## config.mk

```make
export PLATFORM = sky130hd
export DESIGN_NAME = ccf_div
export DESIGN_NICKNAME = d
export VERILOG_FILES = /design/src/rtl/assert_macros.svh /design/src/rtl/ccf_pkg.sv /design/src/rtl/ccf_div.sv
export SDC_FILE = /design/constraint.sdc
export NUM_CORES = 2
export LEC_CHECK = 0
export ABC_AREA = 1
export BUFFER_PORTS_ARGS = -buffer_cell sky130_fd_sc_hd__buf_2
export CAP_MARGIN = 20
export CORE_ASPECT_RATIO = 0.5
export CORE_MARGIN = 5
export CORE_UTILIZATION = 55
export DETAILED_ROUTE_END_ITERATION = 8
export GPL_ROUTABILITY_DRIVEN = 0
export PLACE_DENSITY_LB_ADDON = 0.12
export RECOVER_POWER = 50
export SLEW_MARGIN = 20
export SYNTH_ARGS = -nofsm -noshare
export SYNTH_HDL_FRONTEND = slang
export SYNTH_SLANG_ARGS = --single-unit
```

## constraint.sdc

```tcl
create_clock -name clk -period 7.95 [get_ports clk]
set_input_delay 0 -clock clk [delete_from_list [all_inputs] [get_ports clk]]
set_output_delay 0 -clock clk [all_outputs]
set_load 0.02 [all_outputs]
```

## src/rtl/assert_macros.svh

```systemverilog
// assertion macros used by cell_pair_contact_force
// no dependencies; expects clk and rst_n in the including module
`ifndef ASSERT_MACROS_SVH
`define ASSERT_MACROS_SVH

// same-cycle implication, disabled during reset
`define ASSERT_IMPLIES(lbl, ante, cons) \
  lbl: assert property (@(posedge clk) disable iff (!rst_n) (ante) |-> (cons)) \
    else $error("assertion failed");

// next-cycle implication, disabled during reset
`define ASSERT_IMPLIES_NEXT(lbl, ante, cons) \
  lbl: assert property (@(posedge clk) disable iff (!rst_n) (ante) |=> (cons)) \
    else $error("assertion failed");

`endif

```

## src/rtl/ccf_pkg.sv

```systemverilog
// types, register indexes, divider sizes and exp tables for the contact force block
// no dependencies
package ccf_pkg;

  typedef struct packed {
    logic [23:0]        radius_a;
    logic [23:0]        radius_b;
    logic               type_a;
    logic               type_b;
    logic [23:0]        distance;
    logic signed [15:0] dir_x;
    logic signed [15:0] dir_y;
    logic signed [15:0] dir_z;
  } in_t;

  typedef struct packed {
    logic signed [31:0] force_x;
    logic signed [31:0] force_y;
    logic signed [31:0] force_z;
  } out_t;

  localparam logic [2:0] REG_RIG0  = 3'd0;
  localparam logic [2:0] REG_RIG1  = 3'd1;
  localparam logic [2:0] REG_ADH00 = 3'd2;
  localparam logic [2:0] REG_ADH01 = 3'd3;
  localparam logic [2:0] REG_ADH10 = 3'd4;
  localparam logic [2:0] REG_ADH11 = 3'd5;
  localparam logic [2:0] REG_SCALE = 3'd6;

  localparam int DIV_NUM_W  = 49;
  localparam int DIV_DEN_W  = 25;
  localparam int DIV_Q_W    = 24;
  localparam int DIV_STEP   = 4;
  localparam int DIV_STAGES = DIV_Q_W / DIV_STEP;

  // fields carried alongside the first divider
  typedef struct packed {
    logic               zero;
    logic               over;
    logic               sat;
    logic [32:0]        rep;
    logic [31:0]        am;
    logic [23:0]        scale;
    logic signed [15:0] dx;
    logic signed [15:0] dy;
    logic signed [15:0] dz;
  } side1_t;

  // fields carried alongside the second divider
  typedef struct packed {
    logic               zero;
    logic               over;
    logic               big;
    logic [32:0]        rep;
    logic [31:0]        am;
    logic signed [15:0] dx;
    logic signed [15:0] dy;
    logic signed [15:0] dz;
  } side2_t;

  // exp(-n), q16
  function automatic logic [16:0] exp_int(input logic [3:0] n);
    logic [16:0] v;
    case (n)
      4'd0:    v = 17'd65536;
      4'd1:    v = 17'd24109;
      4'd2:    v = 17'd8869;
      4'd3:    v = 17'd3263;
      4'd4:    v = 17'd1200;
      4'd5:    v = 17'd442;
      4'd6:    v = 17'd162;
      4'd7:    v = 17'd60;
      4'd8:    v = 17'd22;
      4'd9:    v = 17'd8;
      4'd10:   v = 17'd3;
      4'd11:   v = 17'd1;
      default: v = 17'd0;
    endcase
    return v;
  endfunction

  // exp(-j/16), q16
  function automatic logic [16:0] exp_frac(input logic [4:0] j);
    logic [16:0] v;
    case (j)
      5'd0:    v = 17'd65536;
      5'd1:    v = 17'd61565;
      5'd2:    v = 17'd57835;
      5'd3:    v = 17'd54331;
      5'd4:    v = 17'd51039;
      5'd5:    v = 17'd47947;
      5'd6:    v = 17'd45042;
      5'd7:    v = 17'd42313;
      5'd8:    v = 17'd39750;
      5'd9:    v = 17'd37341;
      5'd10:   v = 17'd35079;
      5'd11:   v = 17'd32954;
      5'd12:   v = 17'd30957;
      5'd13:   v = 17'd29081;
      5'd14:   v = 17'd27319;
      5'd15:   v = 17'd25664;
      default: v = 17'd24109;
    endcase
    return v;
  endfunction

endpackage

```

## src/rtl/ccf_div.sv

```systemverilog
// pipelined restoring divider, DIV_STEP quotient bits per stage, with sideband
// depends on ccf_pkg; requires num < den * 2^DIV_Q_W
module ccf_div #(
  parameter int SIDE_W = 8
) (
  input  logic                          clk,
  input  logic                          rst_n,
  input  logic                          in_vld,
  input  logic [ccf_pkg::DIV_NUM_W-1:0] in_num,
  input  logic [ccf_pkg::DIV_DEN_W-1:0] in_den,
  input  logic [SIDE_W-1:0]             in_side,
  output logic                          out_vld,
  output logic [ccf_pkg::DIV_Q_W-1:0]   out_quo,
  output logic [SIDE_W-1:0]             out_side
);
  import ccf_pkg::*;

  localparam int DW = DIV_DEN_W;
  localparam int QW = DIV_Q_W;
  localparam int NS = DIV_STAGES;

  logic [DW-1:0]     rem_r  [NS];
  logic [QW-1:0]     low_r  [NS];
  logic [QW-1:0]     quo_r  [NS];
  logic [DW-1:0]     den_r  [NS];
  logic [SIDE_W-1:0] side_r [NS];
  logic              vld_r  [NS];

  logic [DW-1:0]     rem_nxt [NS];
  logic [QW-1:0]     low_nxt [NS];
  logic [QW-1:0]     quo_nxt [NS];
  logic [DW-1:0]     p_rem   [NS];
  logic [QW-1:0]     p_low   [NS];
  logic [QW-1:0]     p_quo   [NS];
  logic [DW-1:0]     p_den   [NS];
  logic [SIDE_W-1:0] p_side  [NS];
  logic              p_vld   [NS];

  for (genvar k = 0; k < NS; k++) begin : g_stg
    if (k == 0) begin : g_first
      assign p_rem[k]  = in_num[DIV_NUM_W-1:QW];
      assign p_low[k]  = in_num[QW-1:0];
      assign p_quo[k]  = '0;
      assign p_den[k]  = in_den;
      assign p_side[k] = in_side;
      assign p_vld[k]  = in_vld;
    end else begin : g_rest
      assign p_rem[k]  = rem_r[k-1];
      assign p_low[k]  = low_r[k-1];
      assign p_quo[k]  = quo_r[k-1];
      assign p_den[k]  = den_r[k-1];
      assign p_side[k] = side_r[k-1];
      assign p_vld[k]  = vld_r[k-1];
    end

    always_comb begin
      logic [DW-1:0] rem;
      logic [QW-1:0] low;
      logic [QW-1:0] quo;
      logic [DW:0]   trial;
      logic [DW:0]   diff;
      rem = p_rem[k];
      low = p_low[k];
      quo = p_quo[k];
      for (int i = 0; i < DIV_STEP; i++) begin
        trial = {rem, low[QW-1]};
        low   = {low[QW-2:0], 1'b0};
        diff  = trial - {1'b0, p_den[k]};
        if (trial >= {1'b0, p_den[k]}) begin
          rem = diff[DW-1:0];
          quo = {quo[QW-2:0], 1'b1};
        end else begin
          rem = trial[DW-1:0];
          quo = {quo[QW-2:0], 1'b0};
        end
      end
      rem_nxt[k] = rem;
      low_nxt[k] = low;
      quo_nxt[k] = quo;
    end

    always_ff @(posedge clk) begin
      if (!rst_n) begin
        vld_r[k] <= 1'b0;
      end else begin
        vld_r[k] <= p_vld[k];
      end
      rem_r[k]  <= rem_nxt[k];
      low_r[k]  <= low_nxt[k];
      quo_r[k]  <= quo_nxt[k];
      den_r[k]  <= p_den[k];
      side_r[k] <= p_side[k];
    end
  end

  assign out_vld  = vld_r[NS-1];
  assign out_quo  = quo_r[NS-1];
  assign out_side = side_r[NS-1];

endmodule

```

Word level (Yosys, flattened, before mapping)
Memory sizes are Yosys's and may differ from the RTL's.
Cells that the tools add are included.
{"block": "totals", "ramBits": 618, "ff_bits": 0, "input_bits": 85, "mem_count": 6, "elab_cells": 116}
{"memory": "den_r", "depth": 6, "word_bits": 25, "rd": 5, "rd_clocked_by_memory_dff": 0, "wr": 6, "line_no": "ccf_div.sv:25", "source": "logic [DW-1:0] den_r [NS];"}
{"memory": "rem_r", "depth": 6, "word_bits": 25, "rd": 5, "rd_clocked_by_memory_dff": 0, "wr": 6, "line_no": "ccf_div.sv:22", "source": "logic [DW-1:0] rem_r [NS];"}
{"memory": "quo_r", "depth": 6, "word_bits": 24, "rd": 6, "rd_clocked_by_memory_dff": 0, "wr": 6, "line_no": "ccf_div.sv:24", "source": "logic [QW-1:0] quo_r [NS];"}
{"memory": "low_r", "depth": 6, "word_bits": 20, "rd": 5, "rd_clocked_by_memory_dff": 0, "wr": 6, "line_no": "ccf_div.sv:23", "source": "logic [QW-1:0] low_r [NS];"}
{"memory": "side_r", "depth": 6, "word_bits": 8, "rd": 6, "rd_clocked_by_memory_dff": 0, "wr": 6, "line_no": "ccf_div.sv:26", "source": "logic [SIDE_W-1:0] side_r [NS];"}
{"memory": "vld_r", "depth": 6, "word_bits": 1, "rd": 6, "rd_clocked_by_memory_dff": 0, "wr": 6, "line_no": "ccf_div.sv:27", "source": "logic vld_r [NS];"}
{"block": "op_classes", "n_lt_le_gt_ge": 24, "n_mux": 56, "addsub": 24, "n_bitwise": 6}
{"cell": "$ge 26x25->1", "count": 24}
{"cell": "$mux 25", "count": 24}
{"cell": "$sub 25x25->25", "count": 24}
{"cell": "$mux 1", "count": 32}
{"cell": "$or 1x1->1", "count": 6}

Depth between registers and ports, before layout
An unclocked memory read counts as a cell.
{"block": "depth", "word_depth": 9, "depth_mapped": 65}

Least setup slack after synthesis
OpenSTA, ideal clock, no wires.
{"block": "synth_timing", "path_type": "reg2reg", "from": "memory den_r[2][0] (netlist name)", "to": "memory rem_r[3][1] (netlist name)", "arrival_time_ps": 7411, "path_stages_with_launch": 57, "slack_ps": 426, "path_cell_list": "dfxtp_1 > ha_1 > inv_1 > fa_1 > nand4_1 > nand3_1 > nand2_1 > nand3_2 > buf_2 > o21ai_0 > inv_1 > fa_1 > o21ai_1 > nand2_1 > nand2_1 > nand2_1 > nand3_1 > nand2_1 > (+21 left out) > nand2_1 > nand2_1 > ha_1 > a21oi_1 > o21ai_0 > nand2_1 > o211ai_1 > nand2_1 > nand3_1 > nand2_1 > o211ai_1 > nand2_1 > nand2_1 > a21oi_1 > nand2_2 > buf_2 > nand2_1 > nand2_1"}
{"element": "start: declaration", "line_no": "ccf_div.sv:25"}
{"element": "end: declaration", "line_no": "ccf_div.sv:22"}

==> flow_metrics.env <==
export IMPL_reg2reg_to="rem_r[2][23]"
export IMPL_drv_slew=0
export IMPL_drc=34
export IMPL_drt_initial_drc_count=7814
export IMPL_hpwl_um=153000
export IMPL_grt_usage=0.364
export IMPL_rr_startpoint="den_r[1][18]"
export IMPL_postRouteAntennaNets=0
export IMPL_cp_required_ns=8.51
export IMPL_synth_top_area_share=0.194
export IMPL_fp_dieW_um=436
export IMPL_clock_sinks=448
export IMPL_slowest_delay_ns=0.54
export IMPL_most_common_layout_cells="2398 x nand2_1, 1782 x buf_4, 1052 x inv_1"
export IMPL_cp_max_fo=10
export IMPL_syn_avg_cell_area_um2=6.15
export IMPL_fillers=5966
export IMPL_totalWireLength_um=211000
export IMPL_synth_fa_ha_area_frac=0.160
export IMPL_rr_worst_depth=48
export IMPL_synth_top_family_by_area="simple AND/OR/NAND/NOR gates"
export IMPL_syn2layout_area_growth_pct=47.1
export IMPL_grt_first_pass_wirelength_um=289000
export IMPL_synth_nets=8833
export IMPL_critPathMostFrequentCell="nand2_1"
export IMPL_hold_class="in2reg"
export IMPL_slew_headroom=0.555
export IMPL_synthCells=8125
export IMPL_fin_worst_skew_ns=0.0399
export IMPL_layout_nets=10800
export IMPL_final_common_cell="nand2_1"
export IMPL_clockRootBuffer="clkbuf_16"
export IMPL_dr_pass1_iters=9
export IMPL_setup_ws_ns=-0.209
export IMPL_coreArea_um2=90400
export IMPL_yosys_area_top_type="nand2_1"
export IMPL_stdcell_area_um2=73500
export IMPL_layout_drive_gt1_share=0.303
export IMPL_yosys_area_share_simple=0.338
export IMPL_synth_seq_cells=448
export IMPL_hold_viol=0
export IMPL_path_clk_slew_ns=0.08
export IMPL_worstSkewPairLatency_ns=0.66
export IMPL_drv_cap=0
export IMPL_synth_warnings=0
export IMPL_synth_xor_area_frac=0.0791
export IMPL_synth_area_leaders="nand2_1 19%, dfxtp_1 18%, ha_1 15%"
export IMPL_reg2reg_slack_ns=-0.21
export IMPL_synth_area_um2=49900
export IMPL_path_class="reg2reg"
export IMPL_h_tree_depth=2
export IMPL_cp_end_kind="flip-flop"
export IMPL_clock_fmax_ghz=0.123
export IMPL_synthMuxAreaShare=0
export IMPL_postPlaceCellArea_um2=64500
export IMPL_worst_slew_pin_slew_ns=0.665
export IMPL_fin_crit_sh=1.03
export IMPL_ioPinCount=118
export IMPL_cts_tree="yes"
export IMPL_critPathLaunch="den_r[1][18]"
export IMPL_critPathLaunchType="flip-flop"
export IMPL_synth_cell_types=54
export IMPL_hold_path_cell_count=2
export IMPL_fp_dieArea_um2=97300
export IMPL_status="finished, violations left"
export IMPL_ys_seq_area_frac=0.180
export IMPL_viasPerCell=5.69
export IMPL_cp_endpoint="rem_r[2][23]"
export IMPL_cpMaxStageDelayCell="nor4_1"
export IMPL_start_util=0.553
export IMPL_cts_buffers=44
export IMPL_synth_compound_area_share=0.143
export IMPL_period_minus_slack_ns=8.16
export IMPL_grt_overflow=0
export IMPL_setup_violations=30
export IMPL_cts_buffer_depth=3
export IMPL_violations="design-rule violations, negative setup slack"
export IMPL_die_h_um=223
export IMPL_arrival_ns=8.72
export IMPL_grt_max_degree=32
export IMPL_grt_pass1_vias=56500
export IMPL_vias=64600
export IMPL_portBuffers=117
export IMPL_antenna_found_initial=3
export IMPL_rows=78
export IMPL_wire_per_inst_um=18.5
-- per-stage QoR --
stage / setup TNS [ns] / utilization / setup WS [ns] / std cells / hold slack [ns]
after floorplan: 0 / - / 0.426 / 8125 / 0.0277
after global placement: -8.34 / 0.714 / -0.322 / 11000 / 0.102
after detailed placement: -16.62 / 0.714 / -0.440 / 11000 / 0.104
after CTS: 0 / 0.742 / 0.00124 / 11200 / 0.00241
after global routing: -42.22 / 0.813 / -0.619 / 11400 / 0.00262
final: -4.43 / 0.813 / -0.209 / 11400 / 0.00855
-- critical path, delay by kind of cell, from the launching register on --
kind	cells	cell delay (ns)
and+or+nand+nor	25	3.58
buffers and inverters	10	1.43
AOI/OAI and AO/OA	8	1.41
adders and majority gates	4	1.11
DFF	1	0.36
xor gates and xnor gates	1	0.16
-- timing repair --
item / 4_1_cts / 5_1_grt
endpoints found under the hold margin: 60 / 1
setup endpoints to repair: 78 / 131
cloned: 1 / 39
buffers inserted: 3 / 117
hold buffers: 73 / 1
pin swaps: 8 / 228
gates resized for setup: 66 / 1080
-- routing by layer --
metal,global-route usage,vias to the layer above,part of all wire
met4,0.173,2,0.069
met5,0,-,0.000057
met1,0.479,29200,0.39
met3,0.0635,1057,0.11
met2,0.580,3956,0.43
li1,-,30400,-
-- registers in the layout, summed over array words and instances (netlist names) --
| name | cells |
|---|---|
| rem_r | 125 |
| den_r | 125 |
| quo_r | 84 |
| vld_r | 6 |
| low_r | 60 |
| side_r | 48 |
-- Yosys cell counts, drive strengths merged --
| cell | instances |
|---|---|
| buf | 99 |
| xnor2 | 209 |
| o21a | 42 |
| nor4 | 23 |
| a21boi | 14 |
| o211a | 1 |
| or2 | 42 |
| nand2b | 2 |
| dfxtp | 448 |
| o221a | 2 |
| nor3 | 72 |
| nand4 | 107 |
| o22ai | 1 |
| o211ai | 13 |
| nor3b | 1 |
| clkinv | 2 |
| a221oi | 2 |
| nand3b | 14 |
| o31ai | 4 |
| a211oi | 8 |
| o21bai | 64 |
| o221ai | 2 |
| a31oi | 46 |
| fa | 23 |
| o41ai | 1 |
| inv | 1139 |
| ha | 600 |
| a21oi | 589 |
| nand2 | 2606 |
| o2111ai | 4 |
| nand3 | 574 |
| and2 | 12 |
| nor2 | 609 |
| o21ai | 402 |
| a21o | 83 |
| a31o | 2 |
| clkbuf | 21 |
| xor2 | 242 |
-- cell type report --
class                           count  area, um2  area share
Multi-Input combinational cell   6424      40600       0.553
Timing Repair inverter              2       12.5    0.000170
Tap cell                         1200       1500      0.0204
Antenna cell                        1       2.50   0.0000341
Timing Repair Buffer             2058      16300       0.222
Sequential cell                   448       9070       0.124
Inverter                         1141       4330      0.0590
Clock inverter                     30        379     0.00516
Clock buffer                       50       1190      0.0163
-- cell families after synthesis --
group                    Yosys count
AO/OA/AOI/OAI                   1280
adder cells (fa/ha/maj)          623
AND/OR/NAND/NOR                 4062
buffers and inverters           1261
flip-flops                       448
XOR/XNOR                         451
-- worst min-delay path by stage --
stage                          from           to  slack [ns]
after CTS                 in_num[3]  low_r[0][3]       0.002
after floorplan           in_den[0]  den_r[0][0]        0.03
after detailed placement  in_num[6]  low_r[0][6]        0.10
after global routing      in_num[4]  low_r[0][4]       0.003
after global placement    in_num[9]  low_r[0][9]        0.10
final                     in_num[4]  low_r[0][4]       0.009
Power is not shown: default switching activity piles up to over one toggle a cycle in this logic, so the estimate is an artifact.
