<file path="config.mk">
export PLATFORM = sky130hd
export DESIGN_NAME = ccf_lane
export DESIGN_NICKNAME = d
export VERILOG_FILES = /design/src/rtl/assert_macros.svh /design/src/rtl/ccf_pkg.sv /design/src/rtl/ccf_lane.sv
export SDC_FILE = /design/constraint.sdc
export NUM_CORES = 1
export LEC_CHECK = 0
export ABC_CLOCK_PERIOD_IN_PS = 8400
export BUFFER_PORTS_ARGS = -buffer_cell sky130_fd_sc_hd__buf_2
export CAP_MARGIN = 20
export CORE_ASPECT_RATIO = 0.75
export CORE_MARGIN = 3
export CORE_UTILIZATION = 25
export CTS_CLUSTER_DIAMETER = 60
export DETAILED_ROUTE_END_ITERATION = 8
export GPL_TIMING_DRIVEN = 0
export PLACE_DENSITY = 0.51
export SLEW_MARGIN = 20
export SYNTH_ARGS = -nofsm -noshare
export SYNTH_HDL_FRONTEND = slang
export SYNTH_SLANG_ARGS = --single-unit
</file>
<file path="constraint.sdc">
create_clock -name clk -period 8.4 [get_ports clk]
set_input_delay 0.42 -clock clk [delete_from_list [all_inputs] [get_ports clk]]
set_output_delay 0.42 -clock clk [all_outputs]
set_load 0.005 [all_outputs]
</file>
<file path="src/rtl/assert_macros.svh">
// assertion macros used by cell_pair_contact_force
// no dependencies; expects clk and rst_n in the including module
`ifndef ASSERT_MACROS_SVH
`define ASSERT_MACROS_SVH

// same-cycle implication, disabled during reset
`define ASSERT_IMPLIES(lbl, ante, cons) \
  lbl: assert property (@(posedge clk) disable iff (!rst_n) (ante) |-> (cons)) \
    else $error("assertion failed");

// next-cycle implication, disabled during reset
`define ASSERT_IMPLIES_NEXT(lbl, ante, cons) \
  lbl: assert property (@(posedge clk) disable iff (!rst_n) (ante) |=> (cons)) \
    else $error("assertion failed");

`endif

</file>
<file path="src/rtl/ccf_pkg.sv">
// types, register indexes, divider sizes and exp tables for the contact force block
// no dependencies
package ccf_pkg;

  typedef struct packed {
    logic [23:0]        radius_a;
    logic [23:0]        radius_b;
    logic               type_a;
    logic               type_b;
    logic [23:0]        distance;
    logic signed [15:0] dir_x;
    logic signed [15:0] dir_y;
    logic signed [15:0] dir_z;
  } in_t;

  typedef struct packed {
    logic signed [31:0] force_x;
    logic signed [31:0] force_y;
    logic signed [31:0] force_z;
  } out_t;

  localparam logic [2:0] REG_RIG0  = 3'd0;
  localparam logic [2:0] REG_RIG1  = 3'd1;
  localparam logic [2:0] REG_ADH00 = 3'd2;
  localparam logic [2:0] REG_ADH01 = 3'd3;
  localparam logic [2:0] REG_ADH10 = 3'd4;
  localparam logic [2:0] REG_ADH11 = 3'd5;
  localparam logic [2:0] REG_SCALE = 3'd6;

  localparam int DIV_NUM_W  = 49;
  localparam int DIV_DEN_W  = 25;
  localparam int DIV_Q_W    = 24;
  localparam int DIV_STEP   = 4;
  localparam int DIV_STAGES = DIV_Q_W / DIV_STEP;

  // fields carried alongside the first divider
  typedef struct packed {
    logic               zero;
    logic               over;
    logic               sat;
    logic [32:0]        rep;
    logic [31:0]        am;
    logic [23:0]        scale;
    logic signed [15:0] dx;
    logic signed [15:0] dy;
    logic signed [15:0] dz;
  } side1_t;

  // fields carried alongside the second divider
  typedef struct packed {
    logic               zero;
    logic               over;
    logic               big;
    logic [32:0]        rep;
    logic [31:0]        am;
    logic signed [15:0] dx;
    logic signed [15:0] dy;
    logic signed [15:0] dz;
  } side2_t;

  // exp(-n), q16
  function automatic logic [16:0] exp_int(input logic [3:0] n);
    logic [16:0] v;
    case (n)
      4'd0:    v = 17'd65536;
      4'd1:    v = 17'd24109;
      4'd2:    v = 17'd8869;
      4'd3:    v = 17'd3263;
      4'd4:    v = 17'd1200;
      4'd5:    v = 17'd442;
      4'd6:    v = 17'd162;
      4'd7:    v = 17'd60;
      4'd8:    v = 17'd22;
      4'd9:    v = 17'd8;
      4'd10:   v = 17'd3;
      4'd11:   v = 17'd1;
      default: v = 17'd0;
    endcase
    return v;
  endfunction

  // exp(-j/16), q16
  function automatic logic [16:0] exp_frac(input logic [4:0] j);
    logic [16:0] v;
    case (j)
      5'd0:    v = 17'd65536;
      5'd1:    v = 17'd61565;
      5'd2:    v = 17'd57835;
      5'd3:    v = 17'd54331;
      5'd4:    v = 17'd51039;
      5'd5:    v = 17'd47947;
      5'd6:    v = 17'd45042;
      5'd7:    v = 17'd42313;
      5'd8:    v = 17'd39750;
      5'd9:    v = 17'd37341;
      5'd10:   v = 17'd35079;
      5'd11:   v = 17'd32954;
      5'd12:   v = 17'd30957;
      5'd13:   v = 17'd29081;
      5'd14:   v = 17'd27319;
      5'd15:   v = 17'd25664;
      default: v = 17'd24109;
    endcase
    return v;
  endfunction

endpackage

</file>
<file path="src/rtl/ccf_lane.sv">
// one force component: magnitude times direction, then saturation to q16.16
// depends on ccf_pkg
module ccf_lane (
  input  logic               clk,
  input  logic [32:0]        mag,
  input  logic               mag_neg,
  input  logic signed [15:0] dir,
  output logic signed [31:0] force_out
);
  import ccf_pkg::*;

  logic [34:0]        prod_r;
  logic [34:0]        prod_nxt;
  logic               neg_r;
  logic               neg_nxt;
  logic signed [31:0] force_r;
  logic signed [31:0] force_nxt;

  always_comb begin
    logic [15:0] dabs;
    logic [48:0] full;
    dabs    = dir[15] ? 16'(-dir) : 16'(dir);
    neg_nxt = mag_neg ^ dir[15];
    full    = 49'(mag) * 49'(dabs);
    prod_nxt = full[48:14];
  end

  always_comb begin
    logic [34:0] neg_v;
    neg_v = 35'(0) - prod_r;
    if (prod_r == '0) begin
      force_nxt = '0;
    end else if (neg_r) begin
      if (prod_r >= 35'h0_8000_0000) force_nxt = 32'sh8000_0000;
      else force_nxt = neg_v[31:0];
    end else begin
      if (prod_r > 35'h0_7FFF_FFFF) force_nxt = 32'sh7FFF_FFFF;
      else force_nxt = prod_r[31:0];
    end
  end

  always_ff @(posedge clk) begin
    prod_r  <= prod_nxt;
    neg_r   <= neg_nxt;
    force_r <= force_nxt;
  end

  assign force_out = force_r;

endmodule

</file>
==> Yosys cells after proc, flatten, opt, wreduce, memory -nomap -nowiden <==
Index checks and enable logic that the tools add are counted.
{ "classes": {"bitwise_logic": 1, "reduce_logical": 1, "add_sub_neg": 2, "mux": 4, "order_cmp": 2, "n_mul": 1} }
{ "ops": {"columns": ["cell", "count"], "rows": [
  ["32-bit two-way mux", 3],
  ["33-bit by 16-bit multiplier with 49-bit output", 1],
  ["35-bit by 32-bit >= comparator with 1-bit output, second input constant", 1],
  ["35-bit by 31-bit greater-than comparator with 1-bit output, second input constant", 1],
  ["35-bit zero test", 1],
  ["1-bit by 32-bit subtractor with 32-bit output, first input constant", 1],
  ["16-bit two-way mux", 1],
  ["16-bit negation", 1],
  ["1-bit bitwise XOR", 1]
]} }
{ "totals": {"inputBits": 51, "output_inout_bits": 32, "register_bits": 68} }

==> Depth between registers and ports, before layout <==
Gate-level depths: netlist of run 1.
{ "depth": {"word_depth": 3, "ltp_mapped": 32} }

==> Worst setup path after synthesis of run 1 <==
Ideal clock, no wire load.
{ "synth_path": {"kind": "input -> register", "startpoint": "in dir[6]", "endpoint": "reg prod_r[29]", "t_arrival_ps": 7940, "n_path_buf": 2, "setup_ps": 72, "stages": 28, "t_required_ps": 8328, "slack_ps": 388, "cell_sequence": "or4_1 -> nor4_1 -> nand3b_1 -> or2_2 -> o41ai_1 -> xnor2_1 -> clkbuf_1 -> nand2_1 -> fa_1 -> fa_1 -> inv_1 -> fa_1 -> fa_1 -> fa_1 -> inv_1 -> fa_1 -> inv_1 -> ha_1 -> clkbuf_1 -> a21oi_1 -> o21ai_0 -> o221ai_1 -> a21oi_1 -> a211oi_1 -> o311ai_0 -> a21oi_1 -> o21bai_1 -> xor2_1"} }
{ "synth_between": {"elab_chain_len": 3} }
{ "synth_rtl": {"columns": ["item", "line_no", "source"], "rows": [
  ["from (decl)", "ccf_lane.sv:7", "input logic signed [15:0] dir,"],
  ["16-bit negation", "ccf_lane.sv:22", "dabs = dir[15] ? 16'(-dir) : 16'(dir);"],
  ["16-bit two-way mux *", "ccf_lane.sv:22", null],
  ["33-bit by 16-bit multiplier with 49-bit output *", "ccf_lane.sv:24", "full = 49'(mag) * 49'(dabs);"],
  ["via prod_nxt[29]", "ccf_lane.sv:13", "logic [34:0] prod_nxt;"],
  ["to (signal assigned)", "ccf_lane.sv:43", "prod_r <= prod_nxt;"],
  ["to (decl)", "ccf_lane.sv:12", "logic [34:0] prod_r;"]
]} }
The timed path passes the listed nets; every way through them passes the cells marked *.
A chain may end at the register's enable or synchronous reset.

==> Worst setup path after layout of run 1 <==
{ "layout_path": {"startpoint": "in dir[3]", "endpoint": "reg prod_r[29]"} }
The elaborated chain is that of the path after synthesis.

==> impl_results.md, run 1 <==
- Status: complete, no violations
- Fmax achieved: 123 MHz
- Avg WL per Cell: 18.1 um
- Cts-stage hold buffer count: 0
- # rows: 87
- Residual DRC count: 0
- Final instance area: 0.0216 mm2
- RSZ-0062 raised after global routing: no
- Die Y-Extent: 245 um
- CTS root buf: clkbuf_16
- Placed cell count: between 3000 and 4000
- Share of cells above drive strength 1: about 8.2%
- CTS Buffer Depth: 2
- Fin crit share: 96.4%
- Kind of critical path: in2reg
- Slew HR: between 30% and 40%
- Clock Sinks: 68
- Synth top cells by count: inv_1, fa_1, nand2_1
- Slowest CP cell: or4_4
- Port buffer count: 81
- Number of library cell types mapped by synthesis: 57
- Fillers: 8140
- Initial antenna violation count: 7
- Max-Cap Viols: 0
- GRT Overall Usage: 15.7%
- Area Overhead vs Synth: 13.0%
- Critical-path maximum fanout: 10
- Fin. max-slew vios: 0
- Largest net degree at the start of global routing: 13
- Worst slew pin tran: 0.941 ns
- Layout Cells excl Fill: 3369
- Final GP Congestion: 0.869
- Syn Area/Cell: 8.54 um2
- Skew final: 0.00881 ns
- Setup violators final: 0
- Synthesis warning total: 0
- Net Count, Synth: 2841
- Vias in the first global route: between 15000 and 20000
- Sequential share of the synthesized area: 7.13%
- Gr ovfl total: 0
- Count leader, synth: inv_1
- TritonCTS clock tree: yes
- CP peak stage delay: 0.56 ns
- Initial core utilization: between 20% and 30%
- Hold Path Class: in2reg
- Top-area cell type share of the netlist area: 45.2%
- DRT Pass-1 Iters: 5
- Via Count: 15098
- I/O pin total: 83
- Placed Area: 0.0208 mm2
- Worst-skew pair later-pin latency: 0.34 ns
- Mapped Area: 0.0191 mm2
- Detailed router's first-iteration violation count: 1252
- Final core occ: between 20% and 30%
- Synth top area cells: fa_1, inv_1, nand2_1, ha_1, dfxtp_1
- Number of synthesized flops with an enable pin: 0
- Die Width: 325 um
- Worst setup SP type: input pin
- Synth Register Bits: 68
- Post-Route WL: slightly above 60 mm
- Die area: between 0.07 and 0.08 mm2
- CTS buffer count: 9
- Clock transition at path regs: about 0.050 ns
- Synth area leader: fa_1
- Critical Path Sink Type: register
- Worst EP arrival: 8.35 ns
- # H-tree levels: 3
- Post-DRT Antenna Nets: 0
- Number of hold violations in the final report: 0
- Post-synthesis instance total: 2238
- Most common cell on crit path: fa_1
- CORE AREA: 0.0754 mm2
- Worst EP required: between 8 and 9 ns
- Layout Nets: roughly 2900
- Top_reg_cell synth: dfxtp_1
- First-pass GRT wire length: a little under 100 mm
- Post-synth ARST share: 0%
- Hpwl dp: 51.2 mm
- Tmin final: 8.10 ns
- Via-to-Cell Ratio: ~4.5
worst paths after layout:
kind | start | end | slack (ns) | cells after the start
worst max-delay path | dir[3] | prod_r[29] | 0.30 | 28
worst min-delay path | mag_neg | neg_r | 0.43 | 2
worst max register to register | prod_r[1] | force_out[21] | 4.37 | 12
worst min register to register | prod_r[19] | force_out[19] | 0.54 | 2
sequential cells by signal, summed over array words and instances (netlist names):
signal     cells
force_out     32
neg_r          1
prod_r        35
per-stage QoR:
stage / hold WS [ns] / setup TNS, ns / worst slack, ns
floorplan: 0.474 / 0 / 0.388
global placement: 0.541 / -59.60 / -2.88
detailed placement: 0.537 / -45.80 / -2.48
CTS: 0.452 / 0 / 0.00851
global route: 0.420 / 0 / 0.00227
finish: 0.428 / 0 / 0.299
what timing repair did:
item	4_1_cts	5_1_grt
resized for setup	47	68
setup endpoints to repair	33	18
cloned	0	1
pin swaps	5	7
setup buffers	6	6
final cells by class:
cell class | instances | area [um2] | area share [%]
clock buffers | 10 | 239 | 1.11
plain buffers | 100 | 482 | 2.23
flip-flops and latches | 68 | 1360 | 6.30
clock inverters | 6 | 63.8 | 0.295
multi-input cells | 1537 | 15600 | 72.5
well taps | 1023 | 1280 | 5.93
diodes | 3 | 7.51 | 0.0348
repair buffers | 95 | 536 | 2.48
inverters | 527 | 1980 | 9.16
placed cells by master (no fill, tap or decap), drive strengths merged, types with 8 or more instances in the layout:
cell,synthesis,layout
and2,166,166
or3,14,14
buf,2,102
nor2,42,42
inv,527,527
a21o,21,21
clkbuf,104,103
dfxtp,68,68
xnor2,38,38
nor4,8,8
a21oi,79,79
a211oi,8,8
o41ai,10,10
nand2,418,418
nor3,11,11
xor2,14,14
o21ai,42,42
nand4,16,16
fa,431,431
ha,121,121
a221oi,11,11
nand3,11,11
kinds of logic after synthesis:
logic type      count (synthesis)  share of synthesized area, %
compound gates                215                          7.15
simple gates                  717                          17.7
mux                             1                        0.0589
buf+inv                       633                          12.5
flops                          68                          7.13
fa+ha+maj                     552                          53.1
xor+xnor                       52                          2.38
routing by layer:
| metal | vias up | wire length, um | part of all wire [%] | GRT usage, % |
|---|---|---|---|---|
| met1 | 7691 | 29000 | 48 | 22.8 |
| met3 | 43 | 4560 | 7.5 | 2.69 |
| li1 | 6868 | - | - | - |
| met2 | 496 | 26400 | 43 | 24.8 |
| met4 | 0 | 932 | 1.5 | 2.44 |
| met5 | - | 0 | 0 | 0 |
critical path, delay by kind of cell:
kind / cells / cell delay, ns
fa+ha+maj: 7 / 3.59
compound gates: 9 / 1.83
xor+xnor: 2 / 0.47
buf+inv: 5 / 0.67
simple gates: 5 / 1.36
Power of run 1 is left out: the tool's default activity adds up to more than one toggle a clock period on the data nets, which glitch-free logic cannot reach.
==> inputs of run 2 (changes only) <==
--- a/config.mk
+++ b/config.mk
@@ -8,13 +8,12 @@
 export ABC_CLOCK_PERIOD_IN_PS = 8400
 export BUFFER_PORTS_ARGS = -buffer_cell sky130_fd_sc_hd__buf_2
 export CAP_MARGIN = 20
-export CORE_ASPECT_RATIO = 0.75
 export CORE_MARGIN = 3
-export CORE_UTILIZATION = 25
+export CORE_UTILIZATION = 59
 export CTS_CLUSTER_DIAMETER = 60
 export DETAILED_ROUTE_END_ITERATION = 8
 export GPL_TIMING_DRIVEN = 0
-export PLACE_DENSITY = 0.51
+export PLACE_DENSITY = 0.91
 export SLEW_MARGIN = 20
 export SYNTH_ARGS = -nofsm -noshare
 export SYNTH_HDL_FRONTEND = slang
==> impl_results.md, run 2 (synthesis results as in run 1) <==
- TritonCTS clock tree: yes
- Worst-skew pair later-pin latency: ~0.33 ns
- Final core occ: 65.6%
- Die area: 0.0346 mm2
- Avg WL per Cell: 20.9 um
- Skew final: about 0.0063 ns
- Area Overhead vs Synth: 8.99%
- CTS buffer count: 9
- Hold Path Class: in2reg
- DRT Pass-1 Iters: 6
- Fmax achieved: 121 MHz
- Status: complete, no violations
- Worst EP arrival: 8.53 ns
- # H-tree levels: 3
- Slowest CP cell: clkbuf_1
- Largest net degree at the start of global routing: 12
- CORE AREA: 0.0317 mm2
- CP peak stage delay: just under 0.8 ns
- Worst slew pin tran: 1.31 ns
- Post-route setup TNS: 0 ns
- Fin. max-slew vios: 0
- GRT Overall Usage: 34.4%
- Die Width: between 150 and 200 um
- Port buffer count: between 80 and 90
- Clock transition at path regs: 0.05 ns
- Hpwl dp: 46.6 mm
- Residual DRC count: 0
- Initial antenna violation count: 9
- Vias in the first global route: 17795
- Kind of critical path: in2reg
- CTS Buffer Depth: 2
- Leading cell type in the layout, fill and taps excluded: inv_1
- Slew HR: roughly an eighth
- Tmin final: just over 8 ns
- Fin crit share: between 90% and 100%
- Via-to-Cell Ratio: about 6.0
- First-pass GRT wire length: 91.5 mm
- Detailed router's first-iteration violation count: 1620
- CTS root buf: clkbuf_16
- Setup violators final: 0
- Commonest non-fill, non-tap cells in the layout: inv_1, fa_1, nand2_1
- Most common cell on crit path: fa_1
- Placed cell count: 2721
- Worst EP required: 8.66 ns
- Top Family by Delay on Critical Path: adder cells
- Critical-path maximum fanout: 10
- Critical Path Sink Type: register
- # rows: 65
- Max reg flops: 35
- Clock Sinks: 68
- WP buf/inv: 7
- Largest Register: prod_r
- Share of cells above drive strength 1: 8.16%
- Layout Cells excl Fill: 2761
- I/O pin total: 83
- Gr ovfl total: 0
- Number of hold violations in the final report: 0
- Worst setup SP type: input pin
- Final GP Congestion: 1.04
- Post-DRT Antenna Nets: 0
- Max-Cap Viols: 0
- Layout Nets: 2950
- Initial core utilization: approximately 60%
- Die Y-Extent: roughly 190 um
- Post-Route WL: approximately 58 mm
- Via Count: 16656
==> run 2: cell count changes in the layout (fill, tap and decap cells not counted), moves of 2 or more <==
cell / delta
clkinvlp_4: -2
clkbuf_4: -3
buf_4: +15
xnor2_4: -2
clkbuf_2: -3
buf_12: -2
clkbuf_1: +5
buf_6: -2
diode_2: +4
a211oi_4: -2
xnor2_2: +3
==> run 2: timing repair <==
action,in CTS,in global routing
setup buffers,13,11
endpoints found under the setup margin,28,22
pin swaps,6,9
gates resized for setup,43,54
cloned,0,0
hold buffers,0,0
==> run 2: per-layer routing <==
| layer | track usage [%] | part of all wire [%] |
|---|---|---|
| met1 | 41.4 | 33 |
| met2 | 54.3 | 46 |
| met3 | 10.6 | 13 |
| met4 | 21.5 | 7.9 |
| met5 | 0 | 0.24 |
==> run 2: path summary, 6_finish.rpt <==
path	slack (ns)	startpoint	cells after the start	endpoint
setup / recovery	0.13	dir[0]	26	prod_r[20]
hold / removal	0.30	mag_neg	2	neg_r
setup reg to reg	4.34	prod_r[1]	12	force_out[21]
hold reg to reg	0.56	prod_r[19]	2	force_out[19]
==> run 2: area by class of cell <==
class,instances,area (um2)
flip-flops and latches,68,1360
repair buffers,105,586
clock buffers,13,270
diodes,7,17.5
well taps,402,503
fillers,2459,10900
plain buffers,99,460
multi-input cells,1537,15600
inverters,527,1980
clock inverters,3,43.8
==> run 2: metrics by stage <==
step / worst slack, ns / area [um2] / hold WS [ns]
after floorplan: 0.388 / 19100 / 0.474
after global placement: -2.15 / 20000 / 0.556
after detailed placement: -1.81 / 20000 / 0.542
after CTS: 0.00444 / 20600 / 0.289
after global routing: -0.0850 / 20800 / 0.288
final: 0.132 / 20800 / 0.298
Power of run 2 is left out for the same reason.
